### src/rtl/ddi_pkg.sv
`timescale 1ns / 1ps
// ---------------------------------------------------------------------------
// ddi_pkg: shared types and helpers for the DDMMYY date interval block
// Transaction structs, date constants and small decode functions.
// ---------------------------------------------------------------------------
package ddi_pkg;

  localparam int unsigned YEAR_DAYS = 365;
  localparam int unsigned MAX_DAY   = 31;
  localparam int unsigned MAX_MONTH = 12;

  localparam logic [7:0]  ASCII_ZERO   = 8'h30;
  localparam logic [7:0]  ASCII_NINE   = 8'h39;
  // "    -1": four spaces, minus, one
  localparam logic [47:0] INVALID_TEXT = 48'h2020_2020_2D31;

  // Input transaction: two dates, first character in the top byte
  typedef struct packed {
    logic [47:0] start_date_text;
    logic [47:0] end_date_text;
    logic        lengths_ok;
  } date_pair_t;

  // Output transaction
  typedef struct packed {
    logic [15:0] interval_days;
    logic        interval_valid;
    logic [47:0] interval_text;
  } interval_t;

  // One decimal digit and what is left below it
  typedef struct packed {
    logic [3:0]  digit;
    logic [15:0] rem;
  } digit_rem_t;

  function automatic logic is_digit(input logic [7:0] c);
    return (c >= ASCII_ZERO) && (c <= ASCII_NINE);
  endfunction

  // Two characters read left to right up to the first non-digit
  function automatic logic [6:0] two_digits(input logic [15:0] chars);
    logic [3:0] a;
    logic [3:0] b;
    logic [6:0] v;
    a = 4'(chars[15:8] - ASCII_ZERO);
    b = 4'(chars[7:0] - ASCII_ZERO);
    v = '0;
    if (is_digit(chars[15:8])) begin
      v = 7'(a);
      if (is_digit(chars[7:0])) begin
        v = 7'(7'(a) * 7'd10 + 7'(b));
      end
    end
    return v;
  endfunction

  // Days before the first of the month: 30*(month-1) plus the month correction
  function automatic logic [8:0] month_offset(input logic [3:0] mm);
    logic [8:0] ofs;
    unique case (mm)
      4'd1:    ofs = 9'd0;
      4'd2:    ofs = 9'd31;
      4'd3:    ofs = 9'd59;
      4'd4:    ofs = 9'd90;
      4'd5:    ofs = 9'd120;
      4'd6:    ofs = 9'd151;
      4'd7:    ofs = 9'd181;
      4'd8:    ofs = 9'd212;
      4'd9:    ofs = 9'd243;
      4'd10:   ofs = 9'd273;
      4'd11:   ofs = 9'd304;
      4'd12:   ofs = 9'd334;
      default: ofs = 9'd0;
    endcase
    return ofs;
  endfunction

  // One decimal digit of rem at weight pw (parallel compares, then subtract)
  function automatic digit_rem_t digit_step(input logic [15:0] rem, input logic [15:0] pw);
    digit_rem_t r;
    logic [19:0] wide;
    wide    = {4'd0, rem};
    r.digit = '0;
    for (int k = 1; k <= 9; k++) begin
      if (wide >= 20'(k) * {4'd0, pw}) begin
        r.digit = 4'(k);
      end
    end
    r.rem = 16'(wide - 20'(r.digit) * {4'd0, pw});
    return r;
  endfunction

endpackage

### src/rtl/ddmmyy_date_interval.sv
`timescale 1ns / 1ps
// ---------------------------------------------------------------------------
// ddmmyy_date_interval: day interval between two DDMMYY dates
// Eight-stage pipeline: parse, day count, subtract, decimal text.
// ---------------------------------------------------------------------------
// Takes one pair of DDMMYY dates per clock while date_stall is low and
// returns one result per pair, in order. The pipeline runs at one
// transaction per cycle while result_stall is low; each stage has its
// own valid bit and moves forward when the next stage is free, so empty
// stages fill in while the output waits. Stall on the input side follows
// from the output stall and the pipeline occupancy. A result is invalid
// (days 0, text "    -1") when a length is wrong, a day exceeds 31, a
// month is outside 1..12, or the interval is not positive. The text is
// the interval as six zero-padded ASCII digits.
module ddmmyy_date_interval
  import ddi_pkg::*;
(
  input  logic       clk,
  input  logic       rst,
  input  logic       date_valid,
  output logic       date_stall,
  input  date_pair_t date,
  output logic       result_valid,
  input  logic       result_stall,
  output interval_t  result
);

  localparam int unsigned NSTAGE = 8;

  // Stage valid bits and ready chain
  logic [NSTAGE:1] vld;
  logic [NSTAGE:1] rdy;

  always_comb begin
    rdy[NSTAGE] = !vld[NSTAGE] || !result_stall;
    for (int k = NSTAGE - 1; k >= 1; k--) begin
      rdy[k] = !vld[k] || rdy[k+1];
    end
  end

  assign date_stall   = !rdy[1];
  assign result_valid = vld[NSTAGE];

  always_ff @(posedge clk) begin
    if (rst) begin
      vld <= '0;
    end else begin
      if (rdy[1]) begin
        vld[1] <= date_valid;
      end
      for (int k = 2; k <= NSTAGE; k++) begin
        if (rdy[k]) begin
          vld[k] <= vld[k-1];
        end
      end
    end
  end

  // Stage 1: parse digits, range checks
  logic [6:0] s1_dd [2];
  logic [3:0] s1_mm [2];
  logic [6:0] s1_yy [2];
  logic       s1_ok;

  logic [6:0] p_dd [2];
  logic [6:0] p_mm [2];
  logic [6:0] p_yy [2];
  logic       p_ok;

  always_comb begin
    p_dd[0] = two_digits(date.start_date_text[47:32]);
    p_mm[0] = two_digits(date.start_date_text[31:16]);
    p_yy[0] = two_digits(date.start_date_text[15:0]);
    p_dd[1] = two_digits(date.end_date_text[47:32]);
    p_mm[1] = two_digits(date.end_date_text[31:16]);
    p_yy[1] = two_digits(date.end_date_text[15:0]);
    p_ok    = date.lengths_ok;
    for (int d = 0; d < 2; d++) begin
      if (p_dd[d] > 7'(MAX_DAY)) begin
        p_ok = 1'b0;
      end
      if (p_mm[d] == 7'd0 || p_mm[d] > 7'(MAX_MONTH)) begin
        p_ok = 1'b0;
      end
    end
  end

  always_ff @(posedge clk) begin
    if (rdy[1]) begin
      for (int d = 0; d < 2; d++) begin
        s1_dd[d] <= p_dd[d];
        s1_mm[d] <= p_mm[d][3:0];
        s1_yy[d] <= p_yy[d];
      end
      s1_ok <= p_ok;
    end
  end

  // Stage 2: year part (365*yy + leap terms) and month part (day + offset)
  logic [15:0] s2_ypart [2];
  logic [8:0]  s2_mpart [2];
  logic        s2_ok;

  always_ff @(posedge clk) begin
    if (rdy[2]) begin
      for (int d = 0; d < 2; d++) begin
        s2_ypart[d] <= 16'(s1_yy[d]) * 16'(YEAR_DAYS)
                     + 16'((s1_yy[d] == 7'd0) ? 7'd0 : ((s1_yy[d] - 7'd1) >> 2))
                     + 16'((s1_mm[d] > 4'd2) && (s1_yy[d][1:0] == 2'd0)
                           && (s1_yy[d] != 7'd0));
        s2_mpart[d] <= 9'(s1_dd[d]) + month_offset(s1_mm[d]);
      end
      s2_ok <= s1_ok;
    end
  end

  // Stage 3: full day counts
  logic [16:0] s3_count [2];
  logic        s3_ok;

  always_ff @(posedge clk) begin
    if (rdy[3]) begin
      for (int d = 0; d < 2; d++) begin
        s3_count[d] <= 17'(s2_ypart[d]) + 17'(s2_mpart[d]);
      end
      s3_ok <= s2_ok;
    end
  end

  // Stage 4: difference and final validity
  logic [17:0] diff;
  logic        diff_pos;
  logic [15:0] s4_val;
  logic        s4_ok;

  assign diff     = {1'b0, s3_count[1]} - {1'b0, s3_count[0]};
  assign diff_pos = !diff[17] && (diff != '0);

  always_ff @(posedge clk) begin
    if (rdy[4]) begin
      s4_ok  <= s3_ok && diff_pos;
      s4_val <= (s3_ok && diff_pos) ? diff[15:0] : '0;
    end
  end

  // Stages 5..7: one decimal digit per stage; stage 8 adds the last two
  digit_rem_t dr5;
  digit_rem_t dr6;
  digit_rem_t dr7;
  digit_rem_t dr8;

  logic        s5_ok, s6_ok, s7_ok;
  logic [15:0] s5_val, s6_val, s7_val;
  logic [15:0] s5_rem, s6_rem, s7_rem;
  logic [3:0]  s5_d4;
  logic [3:0]  s6_d4, s6_d3;
  logic [3:0]  s7_d4, s7_d3, s7_d2;

  assign dr5 = digit_step(s4_val, 16'd10000);
  assign dr6 = digit_step(s5_rem, 16'd1000);
  assign dr7 = digit_step(s6_rem, 16'd100);
  assign dr8 = digit_step(s7_rem, 16'd10);

  always_ff @(posedge clk) begin
    if (rdy[5]) begin
      s5_ok  <= s4_ok;
      s5_val <= s4_val;
      s5_rem <= dr5.rem;
      s5_d4  <= dr5.digit;
    end
    if (rdy[6]) begin
      s6_ok  <= s5_ok;
      s6_val <= s5_val;
      s6_rem <= dr6.rem;
      s6_d4  <= s5_d4;
      s6_d3  <= dr6.digit;
    end
    if (rdy[7]) begin
      s7_ok  <= s6_ok;
      s7_val <= s6_val;
      s7_rem <= dr7.rem;
      s7_d4  <= s6_d4;
      s7_d3  <= s6_d3;
      s7_d2  <= dr7.digit;
    end
  end

  // Output register: assemble the text
  always_ff @(posedge clk) begin
    if (rdy[8]) begin
      result.interval_days  <= s7_val;
      result.interval_valid <= s7_ok;
      if (s7_ok) begin
        result.interval_text <= {ASCII_ZERO,
                                 ASCII_ZERO | 8'(s7_d4),
                                 ASCII_ZERO | 8'(s7_d3),
                                 ASCII_ZERO | 8'(s7_d2),
                                 ASCII_ZERO | 8'(dr8.digit),
                                 ASCII_ZERO | 8'(dr8.rem[3:0])};
      end else begin
        result.interval_text <= INVALID_TEXT;
      end
    end
  end

  // Checks
  a_free_output_frees_input: assert property (@(posedge clk) disable iff (rst)
    !result_stall |-> !date_stall)
    else $error("input stalled while the output is free");

  a_valid_has_days: assert property (@(posedge clk) disable iff (rst)
    result_valid && result.interval_valid |-> result.interval_days != '0)
    else $error("valid interval with zero days");

  a_invalid_form: assert property (@(posedge clk) disable iff (rst)
    result_valid && !result.interval_valid |->
      result.interval_days == '0 && result.interval_text == INVALID_TEXT)
    else $error("invalid result not in its fixed form");

  a_valid_text_lead: assert property (@(posedge clk) disable iff (rst)
    result_valid && result.interval_valid |-> result.interval_text[47:40] == ASCII_ZERO)
    else $error("interval text lead digit not zero");

endmodule

### config.mk
export PLATFORM = sky130hd
export DESIGN_NAME = ddmmyy_date_interval
export DESIGN_NICKNAME = d
export VERILOG_FILES = /design/src/rtl/ddi_pkg.sv /design/src/rtl/ddmmyy_date_interval.sv
export SDC_FILE = /design/constraint.sdc
export NUM_CORES = 1
export LEC_CHECK = 0
export BUFFER_PORTS_ARGS = -buffer_cell sky130_fd_sc_hd__buf_2
export CORE_ASPECT_RATIO = 1.2
export CORE_UTILIZATION = 56
export CTS_BUF_LIST = sky130_fd_sc_hd__clkbuf_8
export DETAILED_ROUTE_END_ITERATION = 7
export PLACE_DENSITY = 0.72
export SYNTH_ARGS = -nofsm -noshare
export SYNTH_HDL_FRONTEND = slang
export SYNTH_SLANG_ARGS = --single-unit
### constraint.sdc
create_clock -name clk -period 7.2 [get_ports clk]
set_input_delay 1.08 -clock clk [delete_from_list [all_inputs] [get_ports clk]]
set_output_delay 1.08 -clock clk [all_outputs]
set_load 0.01 [all_outputs]
Word level (Yosys, flattened, before mapping):

Memory sizes are Yosys's and may differ from the RTL's.
Cells that the tools add are included.

* memories kept: 8
* register bits after elaboration: 216
* bits in read-only memories: 288
* bits in writable memories: 120

Memory list
* (no name shown): words 16, width 9, read ports 1, clocked after memory_dff 0, write ports 0, line ddi_pkg.sv:61 `unique case (mm)`
* (no name shown): words 16, width 9, read ports 1, clocked after memory_dff 0, write ports 0, line ddi_pkg.sv:61
* s3_count: words 2, width 17, read ports 2, clocked after memory_dff 0, write ports 2, line ddmmyy_date_interval.sv:118 `logic [16:0] s3_count [2];`
* s2_ypart: words 2, width 16, read ports 2, clocked after memory_dff 0, write ports 2, line ddmmyy_date_interval.sv:100 `logic [15:0] s2_ypart [2];`
* s2_mpart: words 2, width 9, read ports 2, clocked after memory_dff 0, write ports 2, line ddmmyy_date_interval.sv:101 `logic [8:0] s2_mpart [2];`
* s1_dd: words 2, width 7, read ports 2, clocked after memory_dff 0, write ports 2, line ddmmyy_date_interval.sv:60 `logic [6:0] s1_dd [2];`
* +2 memories

* reductions and logical operators: 49
* mux-type cells: 56
* add/sub/neg operators: 33
* order comparisons: 63
* multiply operators: 12

Operator list (number)
* $mux W4: 29
* $ge A8 B6 Y1 const B: 12
* $le A8 B6 Y1 const B: 12
* $mux W7: 12
* $ge A16 B10 Y1 const B: 5
* $ge A16 B13 Y1 const B: 4
* $ge A16 B7 Y1 const B: 4
* $ge A16 B16 Y1 const B: 3
* $ge A16 B6 Y1 const B: 3
* $ge A16 B9 Y1 const B: 3
* $sub A4 B1 Y4 const B: 12
* $mux W45: 1
* $add A7 B4 Y7: 6
* $mul A4 B3 Y6 const B: 6
* $add A16 B9 Y17: 2
* $add A16 B1 Y16: 2
* $add A16 B14 Y16: 2
* $ge A16 B12 Y1 const B: 2
* $ge A16 B14 Y1 const B: 2
* $ge A16 B15 Y1 const B: 2
* $ge A16 B5 Y1 const B: 2
* $mul A7 B9 Y16 const B: 2
* $logic_not A7 Y1: 4
* $mux W14: 2
* other kinds (26): 79

Longest topological paths before layout:

* depth after elaboration: 13
* mapped depth: 24
* gate-level depth less buffers: 23

Worst setup path before layout:

OpenSTA, ideal clock, no wires.

* path kind: reg-to-reg
* from: register s5_rem[10]
* to: register s6_rem[15], data pin
* clock period less this slack: 5.005 ns
* cell stages (with the launch flop): 21
* path slack: 2.195 ns
* arrival: 4.744 ns
* data required time: 6.939 ns
* cell sequence: edfxtp_1 nand3_1 o31ai_1 inv_1 nand2_1 inv_1 ha_1 fa_1 ha_1 a21o_1 a21oi_1 nor2b_1 nor2_1 o21bai_1 a21o_1 a21oi_1 xor2_1 ha_1 a211o_1 a21oi_1 nand3_1

RTL lines
* start, declared: line ddmmyy_date_interval.sv:154 `logic [15:0] s5_rem, s6_rem, s7_rem;`
* start signal, assigned: line ddmmyy_date_interval.sv:168 `s5_rem <= dr5.rem;`
* end signal, assigned: line ddmmyy_date_interval.sv:174 `s6_rem <= dr6.rem;`
* end, declared: line ddmmyy_date_interval.sv:154

==> flow_metrics.tcl <==
set metrics [dict create \
    status "complete, no violations" \
    fin_crit_ns 5.62 \
    compound_cell_area_share_of_the_yosys_netlist 0.110 \
    initialDrtViolationCount 430 \
    dominant_combinational_cell_family_by_area_after_synthesis "adder cells" \
    detailed_place_hpwl_mm 29.2 \
    setup.worst_path.class "flop to flop" \
    initial_utilization 0.572 \
    post-synth-top-area-fraction 0.416 \
    maximum_number_of_pins_on_one_net_before_global_route_repair 52 \
    htreeDepth 2 \
    crit_path_launch_type "flop" \
    synth.top_cells.by_count "sky130_fd_sc_hd__edfxtp_1 (287), sky130_fd_sc_hd__ha_1 (248), sky130_fd_sc_hd__inv_1 (229)" \
    worstPathArrival_ns 5.94 \
    routed_via_density 5.40 \
    timing.critical_path.buf_inv 0 \
    total_routing_resource_utilization_after_global_routing 0.201 \
    grt_overflow 0 \
    multi_input_comb_area_um2 10900 \
    cts.root.buffer_cell "sky130_fd_sc_hd__clkbuf_8" \
    synth.largest_area_cell "sky130_fd_sc_hd__edfxtp_1" \
    gp_congestion 0.867 \
    synth.area.mux_share 0.0129 \
    setup_tns_ns 0 \
    post-cts-setup-buffer-count 0 \
    synth.lib_cells_used.distinct 77 \
    area_of_the_core_um2 36200 \
    fin_worst_skew_ns 0.0302 \
    crit_family "compound AO/OA/AOI/OAI gates" \
    crit_path_frequent_cell "sky130_fd_sc_hd__a21oi_1" \
    register_area_um2 8780 \
    layout_setup_ws_ns 1.58 \
    most_instantiated_flip_flop_cell_in_the_synthesis_netlist "sky130_fd_sc_hd__edfxtp_1" \
    final_min_period_over_clock_period 0.780 \
    required_ns 7.52 \
    grt_setup_unrepaired "no" \
    cells_along_the_critical_path "nor4_1 -> o21ai_0 -> a31oi_1 -> a21o_1 -> a21oi_1 -> o211ai_1 -> fa_1 -> ha_1 -> a21o_1 -> a21oi_1 -> nor2b_1 -> nor2_1 -> o21bai_1 -> a21o_1 -> a21oi_1 -> xor2_1 -> ha_1 -> a211o_1 -> a21oi_1 -> nand3_1" \
    post_synth_and_or_nand_nor_area_fraction 0.105 \
    clkLatencyLatePin_ns 0.60 \
    number_of_enable_type_register_cells_in_the_synthesized_netlist 287 \
    synth-xor-area-share 0.0591 \
    ys_seq_elements 295 \
    max-slew-margin-rel 0.210 \
    worst_hold_path_type "flop to flop" \
    clock_tree_from_tritoncts "done" \
    via_count 13800 \
    place.port_buffers 143 \
    ant_nets 0 \
    pin_count 168 \
    clkSlewWorstSetupHoldPaths_ns 0.07 \
    drv.max_cap_violation_count 0 \
    setup.reg_to_reg.worst_slack_ns 1.58 \
    slew_at_the_pin_closest_to_its_max_slew_limit_ns 1.18 \
    yosys.cell_count.top_type "sky130_fd_sc_hd__edfxtp_1" \
    die_x_um 178 \
    power_density_nw_per_um2 215 \
    synthesis.area_per_instance_um2 11.1 \
    fillers 2868 \
    first_global_vias 13700 \
    tritoncts_num_sinks 295 \
    placed_cells_incl_taps 2463 \
    report.power.total_uw 4940 \
    synth_fa_ha_area_frac 0.234 \
    timing.critical_path.to_type "flop" \
    syn_area_um2 20700 \
    initial_antenna_violation_count 1 \
    synth_seq_area_share 0.423 \
    setup_viol 0 \
    remaining_drc_errors 0 \
    post_synth_inst_count 1872 \
    critical-path-slowest-cell "sky130_fd_sc_hd__o211ai_1" \
    cpPeakStageDelay_ns 0.76 \
    areaGrowthSynthToFinish_pct 10.5 \
    vdd.ir_drop.worst_mv 0.125 \
    maxSlewViolCount 0 \
    post_drt_wl_per_cell_um 14.5 \
    stdcell_count 2551 \
    report.final.hold_viol_count 0 \
    fp-row-count 76 \
    cts.path.max_buffers 3 \
    critical_path_fanouts_max 7 \
    yosys_warnings 0 \
    place_ws_ns 1.59 \
    dieArea_um2 37800 \
    grt_pass1_wl_mm 61.8 \
    totalWireLength_mm 37.0 \
    static-leakage-power_uw 0.0110 \
    fin_nets 2480 \
    share_of_post_route_cells_with_drive_strength_above_1 0.120 \
    postCtsResizedCells 0 \
    cts-buffers-inserted 47 \
    synth_async_sr_flop_share 0 \
    drt-pass1-iter-count 4 \
    fmaxAchievable_ghz 0.178 \
    holdBufCountCts 0 \
    die_height_um 213 \
    synth_area_leaders "sky130_fd_sc_hd__edfxtp_1 (42%), sky130_fd_sc_hd__ha_1 (15%), sky130_fd_sc_hd__fa_1 (8.4%)" \
]
[state kept, by name, indices dropped and copies added, names as in the netlist, 3 cells and up]
| signal | count |
|---|---|
| result | 36 |
| s1_dd | 14 |
| s1_mm | 8 |
| s1_yy | 14 |
| s2_mpart | 18 |
| s2_ypart | 32 |
| s3_count | 34 |
| s4_val | 16 |
| s5_d4 | 3 |
| s5_rem | 12 |
| s5_val | 16 |
| s6_d3 | 4 |
| s6_d4 | 3 |
| s6_rem | 13 |
| s6_val | 16 |
| s7_d2 | 4 |
| s7_d3 | 4 |
| s7_d4 | 3 |
| s7_rem | 14 |
| s7_val | 16 |
| vld | 8 |
[layer usage]
| metal | up-vias | GRT usage | share of wire |
|---|---|---|---|
| met5 | - | 0 | 0 |
| met4 | 0 | 0.0858 | 0.035 |
| met3 | 80 | 0.0272 | 0.031 |
| met2 | 262 | 0.384 | 0.54 |
| met1 | 6512 | 0.220 | 0.40 |
| li1 | 6929 | - | - |
[power breakdown]
part           internal, µW  switching, µW  total (µW)
combinational           561            659        1220
clock                   878            679        1560
sequential             2050            112        2160
total                  3490           1450        4940
[worst reg2reg max path: stages, from the launching register on]
cell and delay (ns):
sky130_fd_sc_hd__edfxtp_1 0.47, sky130_fd_sc_hd__nor4_1 0.51, sky130_fd_sc_hd__o21ai_0 0.26, sky130_fd_sc_hd__a31oi_1 0.20, sky130_fd_sc_hd__a21o_1 0.10, sky130_fd_sc_hd__a21oi_1 0.08
sky130_fd_sc_hd__o211ai_1 0.76, sky130_fd_sc_hd__fa_1 0.59, sky130_fd_sc_hd__ha_1 0.31, sky130_fd_sc_hd__a21o_1 0.17, sky130_fd_sc_hd__a21oi_1 0.23, sky130_fd_sc_hd__nor2b_1 0.08
sky130_fd_sc_hd__nor2_1 0.09, sky130_fd_sc_hd__o21bai_1 0.09, sky130_fd_sc_hd__a21o_1 0.19, sky130_fd_sc_hd__a21oi_1 0.16, sky130_fd_sc_hd__xor2_1 0.21, sky130_fd_sc_hd__ha_1 0.32
sky130_fd_sc_hd__a211o_1 0.31, sky130_fd_sc_hd__a21oi_1 0.14, sky130_fd_sc_hd__nand3_1 0.09
[worst paths after layout]
| kind | cells past startpoint | endpoint | from |
|---|---|---|---|
| max reg2reg | 20 | s6_rem[15]$_DFFE_PP_ | s5_rem[12]$_DFFE_PP_ |
| max | 20 | s6_rem[15]$_DFFE_PP_ | s5_rem[12]$_DFFE_PP_ |
| min | 0 | s6_ok$_DFFE_PP_ | s5_ok$_DFFE_PP_ |
| min reg2reg | 0 | s6_ok$_DFFE_PP_ | s5_ok$_DFFE_PP_ |
[cell families after synthesis]
| kind of cell | Yosys count |
|---|---|
| AO/OA/AOI/OAI | 354 |
| other | 2 |
| multiplexers | 24 |
| buffers and inverters | 276 |
| AND/OR/NAND/NOR | 446 |
| XOR/XNOR | 140 |
| adder cells (fa/ha/maj) | 335 |
| flip-flops | 295 |
[cell usage in the layout, fill, tap and decap left out, drive strengths merged, types with 13 or more instances in the layout]
| master | instances |
|---|---|
| a21o | 38 |
| a21oi | 111 |
| a31oi | 17 |
| and2 | 17 |
| and3 | 14 |
| buf | 148 |
| clkbuf | 47 |
| clkinv | 20 |
| conb | 24 |
| edfxtp | 287 |
| fa | 87 |
| ha | 248 |
| inv | 238 |
| mux2i | 20 |
| nand2 | 71 |
| nand3 | 32 |
| nand4 | 15 |
| nor2 | 158 |
| nor2b | 38 |
| nor3 | 39 |
| nor4 | 13 |
| o21a | 17 |
| o21ai | 77 |
| o21bai | 13 |
| xnor2 | 90 |
| xor2 | 50 |
[final cells by class]
cell class                 count  share of cell area
inverter                     229              0.0375
antenna                        1            0.000109
tap                          468              0.0256
multi-input combinational   1323               0.475
sequential                   295               0.383
timing repair buffer         148              0.0329
clock buffer                  47              0.0282
clock inverter                40              0.0172
[metrics by stage]
stage	utilization	area, µm²	hold WS [ns]
floorplan	-	20800	0.400
global placement	0.604	21900	0.401
detailed placement	0.604	21900	0.405
CTS	0.632	22900	0.414
global route	0.632	22900	0.417
finish	0.632	22900	0.410
Power figures use the tool's default switching activity.
